<file path="config.mk">
export PLATFORM = sky130hd
export DESIGN_NAME = ultrasonic_parking_zone_alarm_unit
export DESIGN_NICKNAME = d
export VERILOG_FILES = /design/src/design/upza_pkg.sv /design/src/design/upza_echo_front.sv /design/src/design/upza_zone_beep.sv /design/src/design/ultrasonic_parking_zone_alarm_unit.sv
export SDC_FILE = /design/constraint.sdc
export NUM_CORES = 2
export LEC_CHECK = 0
export BUFFER_PORTS_ARGS = -buffer_cell sky130_fd_sc_hd__buf_2
export CAP_MARGIN = 20
export CORE_MARGIN = 1.5
export CORE_UTILIZATION = 45
export CTS_CLUSTER_SIZE = 28
export DETAILED_ROUTE_END_ITERATION = 10
export GPL_TIMING_DRIVEN = 0
export PLACE_DENSITY_LB_ADDON = 0.12
export SLEW_MARGIN = 20
export SYNTH_ARGS = -nofsm -noshare
export SYNTH_HDL_FRONTEND = slang
export SYNTH_SLANG_ARGS = --single-unit
</file>
<file path="constraint.sdc">
create_clock -name clk -period 8.6 [get_ports clk]
set_input_delay 0.43 -clock clk [delete_from_list [all_inputs] [get_ports clk]]
set_output_delay 0.43 -clock clk [all_outputs]
set_load 0.01 [all_outputs]
</file>
<file path="src/design/upza_pkg.sv">
package upza_pkg;

    // Zone codes
    localparam logic [1:0] ZONE_CLEAR  = 2'd0;
    localparam logic [1:0] ZONE_GREEN  = 2'd1;
    localparam logic [1:0] ZONE_YELLOW = 2'd2;
    localparam logic [1:0] ZONE_RED    = 2'd3;

    // Previous-zone marker before the first tick
    localparam logic [2:0] ZONE_NONE = 3'd4;

    // Input commands
    localparam logic CMD_ECHO = 1'b0;
    localparam logic CMD_TICK = 1'b1;

    // Configuration register indexes
    localparam logic [2:0] REG_COUNT_SCALE    = 3'd0;
    localparam logic [2:0] REG_FAR_LIMIT      = 3'd1;
    localparam logic [2:0] REG_MID_LIMIT      = 3'd2;
    localparam logic [2:0] REG_NEAR_LIMIT     = 3'd3;
    localparam logic [2:0] REG_TRIGGER_PERIOD = 3'd4;

    // Register reset values
    localparam logic [15:0] COUNT_SCALE_RST    = 16'd5620;
    localparam logic [15:0] FAR_LIMIT_RST      = 16'd2000;
    localparam logic [15:0] MID_LIMIT_RST      = 16'd600;
    localparam logic [15:0] NEAR_LIMIT_RST     = 16'd200;
    localparam logic [7:0]  TRIGGER_PERIOD_RST = 8'd5;

    // Distances in tenths of a cm, saturated
    localparam int          DIST_W   = 13;
    localparam logic [12:0] DIST_MAX = 13'd8191;

    // Beep phase timer in ms
    localparam int PHASE_W = 10;

    typedef logic [DIST_W-1:0]  dist_t;
    typedef logic [PHASE_W-1:0] phase_t;

    typedef struct packed {
        logic [15:0] far_lim;
        logic [15:0] mid_lim;
        logic [15:0] near_lim;
    } limits_t;

    typedef struct packed {
        logic [1:0] zone;
        logic [2:0] leds;
        logic       buzz;
        dist_t      dmin;
    } alarm_t;

    // On time of the beep pattern per zone
    function automatic phase_t pattern_on_ms(input logic [1:0] zone);
        phase_t ms;
        case (zone)
            ZONE_GREEN:  ms = 10'd500;
            ZONE_YELLOW: ms = 10'd300;
            ZONE_RED:    ms = 10'd120;
            default:     ms = 10'd0;
        endcase
        return ms;
    endfunction

    // Off time of the beep pattern per zone
    function automatic phase_t pattern_off_ms(input logic [1:0] zone);
        phase_t ms;
        case (zone)
            ZONE_GREEN:  ms = 10'd100;
            ZONE_YELLOW: ms = 10'd90;
            ZONE_RED:    ms = 10'd80;
            default:     ms = 10'd0;
        endcase
        return ms;
    endfunction

endpackage

</file>
<file path="src/design/upza_echo_front.sv">
module upza_echo_front #(
    parameter int NUM_SENSORS = 3
) (
    input  logic                                      clk,
    input  logic                                      rst_n,
    input  logic                                      sample_en,
    input  logic                                      tick_en,
    input  logic [NUM_SENSORS-1:0]                    echo_lines,
    input  logic [15:0]                               timer_count,
    input  logic [15:0]                               count_scale,
    output logic [NUM_SENSORS-1:0][upza_pkg::DIST_W-1:0] distances
);

    logic [NUM_SENSORS-1:0]        level_reg;
    logic [NUM_SENSORS-1:0]        ready_reg, ready_next;
    logic [15:0]                   edge_start_reg, edge_start_next;
    logic [NUM_SENSORS-1:0][15:0]  width_reg, width_next;
    logic [NUM_SENSORS-1:0][upza_pkg::DIST_W-1:0] dist_reg, dist_next;
    logic [NUM_SENSORS-1:0]        ready_tick;

    // Edge detection; a rise moves the shared start stamp seen by later sensors
    always_comb
    begin
        logic [15:0] start_cur;
        start_cur  = edge_start_reg;
        width_next = width_reg;
        ready_next = ready_reg;
        for (int i = 0; i < NUM_SENSORS; i++)
        begin
            if (echo_lines[i] && !level_reg[i])
            begin
                start_cur = timer_count;
            end
            else if (!echo_lines[i] && level_reg[i])
            begin
                width_next[i] = timer_count - start_cur;
                ready_next[i] = 1'b1;
            end
        end
        edge_start_next = start_cur;
    end

    // Width to distance, one multiplier per sensor, saturated
    always_comb
    begin
        logic [31:0] prod;
        dist_next  = dist_reg;
        ready_tick = ready_reg;
        prod       = '0;
        for (int i = 0; i < NUM_SENSORS; i++)
        begin
            prod = {16'd0, width_reg[i]} * {16'd0, count_scale};
            if (ready_reg[i])
            begin
                if (prod[31:16] > {3'd0, upza_pkg::DIST_MAX})
                    dist_next[i] = upza_pkg::DIST_MAX;
                else
                    dist_next[i] = prod[28:16];
                ready_tick[i] = 1'b0;
            end
        end
    end

    always_ff @(posedge clk or negedge rst_n)
    begin
        if (!rst_n)
        begin
            level_reg      <= '0;
            ready_reg      <= '0;
            edge_start_reg <= '0;
            width_reg      <= '0;
            dist_reg       <= '0;
        end
        else if (sample_en)
        begin
            level_reg      <= echo_lines;
            ready_reg      <= ready_next;
            edge_start_reg <= edge_start_next;
            width_reg      <= width_next;
        end
        else if (tick_en)
        begin
            ready_reg <= ready_tick;
            dist_reg  <= dist_next;
        end
    end

    assign distances = dist_reg;

endmodule

</file>
<file path="src/design/upza_zone_beep.sv">
module upza_zone_beep #(
    parameter int NUM_SENSORS = 3,
    parameter int TICK_MS     = 10
) (
    input  logic                                         clk,
    input  logic                                         rst_n,
    input  logic                                         tick_en,
    input  logic [NUM_SENSORS-1:0][upza_pkg::DIST_W-1:0] distances,
    input  upza_pkg::limits_t                            limits,
    output upza_pkg::alarm_t                             alarm
);

    logic [2:0]       prev_zone_reg, prev_zone_next;
    logic             phase_on_reg, phase_on_next;
    upza_pkg::phase_t elapsed_reg, elapsed_next;
    upza_pkg::dist_t  dmin;
    logic [15:0]      dmin_ext;
    logic [1:0]       zone;
    logic             buzz;

    // Nearest distance
    always_comb
    begin
        dmin = distances[0];
        for (int i = 1; i < NUM_SENSORS; i++)
        begin
            if (distances[i] < dmin)
                dmin = distances[i];
        end
    end

    assign dmin_ext = {3'd0, dmin};

    // Zone classification, tested in priority order
    always_comb
    begin
        if (dmin_ext <= limits.far_lim && dmin_ext >= limits.mid_lim)
            zone = upza_pkg::ZONE_GREEN;
        else if (dmin_ext < limits.mid_lim && dmin_ext >= limits.near_lim)
            zone = upza_pkg::ZONE_YELLOW;
        else if (dmin_ext < limits.near_lim)
            zone = upza_pkg::ZONE_RED;
        else
            zone = upza_pkg::ZONE_CLEAR;
    end

    // Beep pattern; a zone change restarts in the on phase
    always_comb
    begin
        upza_pkg::phase_t on_ms, off_ms, el, el_inc;
        logic             on_cur;
        on_ms  = upza_pkg::pattern_on_ms(zone);
        off_ms = upza_pkg::pattern_off_ms(zone);
        if ({1'b0, zone} != prev_zone_reg)
        begin
            on_cur = (on_ms != '0);
            el     = '0;
        end
        else
        begin
            on_cur = phase_on_reg;
            el     = elapsed_reg;
        end
        el_inc         = el + upza_pkg::PHASE_W'(TICK_MS);
        prev_zone_next = {1'b0, zone};
        phase_on_next  = on_cur;
        elapsed_next   = el;
        buzz           = 1'b0;
        if (zone != upza_pkg::ZONE_CLEAR)
        begin
            buzz         = on_cur;
            elapsed_next = el_inc;
            if (on_cur)
            begin
                if (el_inc >= on_ms)
                begin
                    elapsed_next  = '0;
                    phase_on_next = 1'b0;
                end
            end
            else if (el_inc >= off_ms)
            begin
                elapsed_next  = '0;
                phase_on_next = 1'b1;
            end
        end
    end

    // LEDs, one-hot per zone, all off when clear
    always_comb
    begin
        case (zone)
            upza_pkg::ZONE_GREEN:  alarm.leds = 3'b001;
            upza_pkg::ZONE_YELLOW: alarm.leds = 3'b010;
            upza_pkg::ZONE_RED:    alarm.leds = 3'b100;
            default:               alarm.leds = 3'b000;
        endcase
        alarm.zone = zone;
        alarm.buzz = buzz;
        alarm.dmin = dmin;
    end

    always_ff @(posedge clk or negedge rst_n)
    begin
        if (!rst_n)
        begin
            prev_zone_reg <= upza_pkg::ZONE_NONE;
            phase_on_reg  <= 1'b0;
            elapsed_reg   <= '0;
        end
        else if (tick_en)
        begin
            prev_zone_reg <= prev_zone_next;
            phase_on_reg  <= phase_on_next;
            elapsed_reg   <= elapsed_next;
        end
    end

endmodule

</file>
<file path="src/design/ultrasonic_parking_zone_alarm_unit.sv">
// A tick beat's result passes the distance and tick stage registers, then the output register.
// Throughput: one beat per cycle while the output is not stalled; echo samples give no result beat.
// Tick stage: distance multipliers run from the latched widths into the distance
// registers; the alarm stage then forms minimum, zone and beep into the output register.
// Reset (rst_n, async, low): state and configuration registers return to their defaults, no zone yet.
module ultrasonic_parking_zone_alarm_unit #(
    parameter int NUM_SENSORS = 3,
    parameter int TICK_MS     = 10,
    localparam int SENSOR_W   = (NUM_SENSORS > 1) ? $clog2(NUM_SENSORS) : 1
) (
    input  logic                   clk,
    input  logic                   rst_n,
    // input channel
    input  logic                   in_valid,
    output logic                   in_stall,
    input  logic                   command,
    input  logic [NUM_SENSORS-1:0] echo_lines,
    input  logic [15:0]            timer_count,
    // output channel
    output logic                   out_valid,
    input  logic                   out_stall,
    output logic [1:0]             zone,
    output logic [2:0]             led_lights,
    output logic                   buzzer_drive,
    output logic                   trigger_strobe,
    output logic [SENSOR_W-1:0]    trigger_sensor,
    output logic [12:0]            nearest_distance,
    // configuration channel
    input  logic                   cfg_valid,
    output logic                   cfg_ready,
    input  logic [2:0]             cfg_index,
    input  logic [15:0]            cfg_data
);

    logic [15:0]          count_scale_reg;
    upza_pkg::limits_t    limits_reg;
    logic [7:0]           period_reg;

    logic                 accept, sample_en, tick_en, advance;
    logic [7:0]           div_reg, div_next, div_inc;
    logic [SENSOR_W-1:0]  next_sensor_reg, next_sensor_next;

    logic                 a_valid_reg;
    logic                 a_strobe_reg;
    logic [SENSOR_W-1:0]  a_sensor_reg;

    logic [NUM_SENSORS-1:0][upza_pkg::DIST_W-1:0] distances;
    upza_pkg::alarm_t     alarm;

    logic                 out_valid_reg;
    upza_pkg::alarm_t     alarm_reg;
    logic                 strobe_reg;
    logic [SENSOR_W-1:0]  sensor_reg;

    // Configuration registers
    assign cfg_ready = 1'b1;

    always_ff @(posedge clk or negedge rst_n)
    begin
        if (!rst_n)
        begin
            count_scale_reg     <= upza_pkg::COUNT_SCALE_RST;
            limits_reg.far_lim  <= upza_pkg::FAR_LIMIT_RST;
            limits_reg.mid_lim  <= upza_pkg::MID_LIMIT_RST;
            limits_reg.near_lim <= upza_pkg::NEAR_LIMIT_RST;
            period_reg          <= upza_pkg::TRIGGER_PERIOD_RST;
        end
        else if (cfg_valid && cfg_ready)
        begin
            case (cfg_index)
                upza_pkg::REG_COUNT_SCALE:    count_scale_reg     <= cfg_data;
                upza_pkg::REG_FAR_LIMIT:      limits_reg.far_lim  <= cfg_data;
                upza_pkg::REG_MID_LIMIT:      limits_reg.mid_lim  <= cfg_data;
                upza_pkg::REG_NEAR_LIMIT:     limits_reg.near_lim <= cfg_data;
                upza_pkg::REG_TRIGGER_PERIOD: period_reg          <= cfg_data[7:0];
                default: ;
            endcase
        end
    end

    // Handshake: output register drains, tick stage moves on when it can
    assign advance   = !out_valid_reg || !out_stall;
    assign in_stall  = a_valid_reg && !advance;
    assign accept    = in_valid && !in_stall;
    assign sample_en = accept && (command == upza_pkg::CMD_ECHO);
    assign tick_en   = accept && (command == upza_pkg::CMD_TICK);

    // Trigger divider and round-robin sensor select
    always_comb
    begin
        div_inc  = div_reg + 8'd1;
        div_next = (div_inc >= period_reg) ? 8'd0 : div_inc;
        if (next_sensor_reg == SENSOR_W'(NUM_SENSORS - 1))
            next_sensor_next = '0;
        else
            next_sensor_next = next_sensor_reg + SENSOR_W'(1);
    end

    always_ff @(posedge clk or negedge rst_n)
    begin
        if (!rst_n)
        begin
            div_reg         <= '0;
            next_sensor_reg <= '0;
        end
        else if (tick_en)
        begin
            div_reg <= div_next;
            if (div_reg == 8'd0)
                next_sensor_reg <= next_sensor_next;
        end
    end

    // Tick stage register
    always_ff @(posedge clk or negedge rst_n)
    begin
        if (!rst_n)
            a_valid_reg <= 1'b0;
        else if (tick_en)
            a_valid_reg <= 1'b1;
        else if (advance)
            a_valid_reg <= 1'b0;
    end

    always_ff @(posedge clk)
    begin
        if (tick_en)
        begin
            a_strobe_reg <= (div_reg == 8'd0);
            a_sensor_reg <= (div_reg == 8'd0) ? next_sensor_reg : '0;
        end
    end

    upza_echo_front #(
        .NUM_SENSORS (NUM_SENSORS)
    ) u_echo_front (
        .clk         (clk),
        .rst_n       (rst_n),
        .sample_en   (sample_en),
        .tick_en     (tick_en),
        .echo_lines  (echo_lines),
        .timer_count (timer_count),
        .count_scale (count_scale_reg),
        .distances   (distances)
    );

    upza_zone_beep #(
        .NUM_SENSORS (NUM_SENSORS),
        .TICK_MS     (TICK_MS)
    ) u_zone_beep (
        .clk       (clk),
        .rst_n     (rst_n),
        .tick_en   (a_valid_reg && advance),
        .distances (distances),
        .limits    (limits_reg),
        .alarm     (alarm)
    );

    // Output register
    always_ff @(posedge clk or negedge rst_n)
    begin
        if (!rst_n)
            out_valid_reg <= 1'b0;
        else if (advance)
            out_valid_reg <= a_valid_reg;
    end

    always_ff @(posedge clk)
    begin
        if (advance && a_valid_reg)
        begin
            alarm_reg  <= alarm;
            strobe_reg <= a_strobe_reg;
            sensor_reg <= a_sensor_reg;
        end
    end

    assign out_valid        = out_valid_reg;
    assign zone             = alarm_reg.zone;
    assign led_lights       = alarm_reg.leds;
    assign buzzer_drive     = alarm_reg.buzz;
    assign trigger_strobe   = strobe_reg;
    assign trigger_sensor   = sensor_reg;
    assign nearest_distance = alarm_reg.dmin;

endmodule

</file>
==> metrics.md <==
| Metric | Value |
|---|---|
| CTS clk-pin slew, worst paths | about 0.060 ns |
| Die Width | 291 µm |
| Final ANT Viol Nets | 0 |
| R2r startpoint | u_echo_front.distances[7]$_DFFE_PN0P_ |
| Reg2reg path depth | 40 |
| Number of library cell types mapped by synthesis | between 80 and 90 |
| WHS Endpoint | u_echo_front.level_reg[0]$_DFFE_PN0P_ |
| Clk_lat worst skew | 0.60 ns |
| Final Setup Violations | 3 |
| Core Region | 82,100 µm² |
| Most common cell after layout, fill and taps aside | inv_1 |
| Syn Std Cell Area | around 37,000 µm² |
| Max Clk Rate | ~0.11 GHz |
| Die area | between 80,000 and 90,000 µm² |
| Grt met1 use | roughly 38% |
| Residual DRC | 0 |
| Worst EP arrival | roughly 9.3 ns |
| Post-route design area | roughly 41,000 µm² |
| Hold Slack | roughly 0.07 ns |
| DR pass1 iterations | 5 |
| # fillers | 7,846 |
| Post-Synthesis Net Count | around 5,200 |
| Fraction of layout cells with a size suffix above 1 | 8.67% |
| Cts bufs inserted | 28 |
| Final-stage net count | 5,381 |
| Relative slew slack | 31.5% |
| H-tree depth | 1 |
| RSZ-0062 raised after global routing | true |
| Hold Path Stages | 3 |
| Flop2flop setup slack | -0.23 ns |
| Met3 Usage GRT | between 3 and 4% |
| Hold/Removal Path Class | in -> reg |
| I/O pins | 69 |
| Critical path buffers and inverters | 6 |
| Hold_sp | echo_lines[0] |
| Placer Congestion | around 0.94 |
| CP delay by family, top | compound AO/OA/AOI/OAI gates |
| Failing checks | negative setup slack |
| Slew Limit Fails | 0 |
| CTS sink cnt | roughly 230 |
| Max FO, Critical Path | 6 |
| Synth Flop Type | dfrtp_1 |
| Gr usage total | a little over a quarter |
| Most frequent cells in the layout | inv_1, nand2_1, fa_1 |
| Gr ovfl total | 0 |
| Routed WL | approximately 110 mm |
| DIE HEIGHT | about 290 µm |
| Worst slew pin tran | 1.03 ns |
| Crit start category | flop |
| Starting Density | 45.5% |
| Type of the worst setup path | reg -> reg |
| Root Buffer | clkbuf_16 |
| Dpl cell area | 39,100 µm² |
| Req. time, crit path | around 9.1 ns |
| Final Critical Period | 8.83 ns |
| Fin. Hold Viols | 0 |
| CTS tree | yes |
| CP max stage cell | or4_4 |
| Layout Utilization | 50.2% |
| MaxCap Viol Count | 0 |
| Synthesis Warnings | 0 |
| Setup crit end kind | flop |
| Critical path's largest stage delay | approximately 0.57 ns |
| Standard-cell rows | between 100 and 150 |
| Initial antenna violation count | 7 |
| Vias in the first global route | 29,500 |
| Seq/Total Area, Yosys | between 15 and 20% |
| Area delta synth->final | 10.2% |
| Status | complete, but fails checks |
| EDFF count, synth | 25 |
| Post-synth ARST share | between 80% and 90% |
| Skew final | 0.0360 ns |
| Largest net degree at the start of global routing | 75 |
| Final worst-path setup slack | -0.226 ns |
| Final critical-path share of the clock period | 103% |
| Detailed Route Iter0 Violations | between 1,500 and 2,000 |
| Synth Register Bits | 232 |
| Port Buf Inserts | 65 |
| Drt via density | 5.33 |
| R2r endpoint | u_zone_beep.elapsed_reg[5]$_DFFE_PN0P_ |
| Hpwl dp | slightly above 90 mm |
| Cells after synthesis | approximately 4,200 |
| Routed wire length per instance | roughly 21 µm |
| Grt met2 use | between 40 and 50% |
| Most Used Layer, Global Route | met2 |
| Global-route wire length before repair | 173 mm |
| CTS Buffer Depth | 3 |
| Setup TNS | -0.528 ns |
| Syn avg cell area | about 9.0 µm² |
| Via count | roughly 29,000 |
==> worst reg2reg max path: cells and delay by family (launching register included) <==
| family | cells | cell delay, ns |
|---|---|---|
| XOR/XNOR | 1 | 0.18 |
| flip-flops | 1 | 0.37 |
| AO/OA/AOI/OAI | 13 | 2.95 |
| AND/OR/NAND/NOR | 12 | 2.47 |
| multiplexers | 3 | 0.66 |
| adder cells (fa/ha/maj) | 5 | 1.24 |
| buffers and inverters | 6 | 0.88 |
==> worst max path at each step <==
stage,endpoint,cells after the start,slack (ns),start
2_1_floorplan,u_zone_beep.elapsed_reg[5]$_DFFE_PN0P_,39,0.02,u_echo_front.distances[10]$_DFFE_PN0P_
3_3_place_gp,u_zone_beep.elapsed_reg[5]$_DFFE_PN0P_,40,-1.99,u_echo_front.distances[10]$_DFFE_PN0P_
3_5_place_dp,u_zone_beep.elapsed_reg[5]$_DFFE_PN0P_,40,-2.09,u_echo_front.distances[10]$_DFFE_PN0P_
4_1_cts,u_zone_beep.elapsed_reg[5]$_DFFE_PN0P_,41,-0.001,u_echo_front.distances[10]$_DFFE_PN0P_
5_1_grt,u_zone_beep.elapsed_reg[5]$_DFFE_PN0P_,42,-0.60,u_echo_front.distances[10]$_DFFE_PN0P_
6_report,u_zone_beep.elapsed_reg[5]$_DFFE_PN0P_,40,-0.23,u_echo_front.distances[7]$_DFFE_PN0P_
==> stage by stage <==
step           setup WS [ns]  instances
6_report              -0.226       5414
5_1_grt               -0.596       5409
3_3_place_gp           -1.99       5304
2_1_floorplan         0.0172       4169
4_1_cts             -0.00147       5397
3_5_place_dp           -2.09       5307
==> cell usage after synthesis (all sizes together) (7+ instances only) <==
library cell	n	area, µm²
nor2	134	503
o21a	15	113
mux2	49	556
nand2b	16	100
o21bai	9	67.6
a21oi	122	611
nand3	32	160
a21boi	13	97.6
clkbuf	183	687
a31oi	7	58.8
and3	24	150
fa	582	11700
dfrtp	183	4580
edfxtp	25	751
nand2	683	2560
a21o	48	360
o31ai	22	165
o22a	40	350
o21ai	145	726
xor2	24	210
mux2i	20	200
o211ai	8	65.1
or3	12	80.1
a211oi	11	95.1
ha	437	5470
nor3	32	160
xnor2	49	429
nor3b	7	57.6
dfstp	24	631
and2	273	1710
inv	820	3080
or2	8	50.1
nor2b	18	113
nand4	11	68.8
==> cell families after synthesis <==
family	synth area share, %
compound gates	8.66
simple gates	15.8
fa+ha+maj	45.8
buf+inv	10.1
mux	2.02
other cells	0.0100
flops	15.9
xor+xnor	1.71
==> routing by layer <==
layer / share of wire [%] / vias to the layer above
met1: 44 / 14600
met3: 6.8 / 151
li1: - / 13300
met5: 0 / -
met2: 46 / 855
met4: 3.2 / 0
==> layout make-up <==
cell class              instances  area, µm²  area share [%]
clock inverters                12        144           0.349
well taps                    1070       1340            3.25
clock buffers                  39        783            1.90
multi-input cells            2930      28200            68.5
flip-flops and latches        232       5960            14.5
plain buffers                 178        766            1.86
repair buffers                128        896            2.17
inverters                     820       3080            7.48
diodes                          5       12.5          0.0304
==> repair_timing <==
action	in CTS	in global routing
endpoints found under the setup margin	36	33
endpoints found under the hold margin	52	0
hold buffers	1	0
setup buffers	39	18
cloned	1	0
pin swaps	18	35
gates resized for setup	96	84
Power is left out: the tool's default activity adds up to more than one toggle a clock period on the data nets, which glitch-free logic cannot reach.
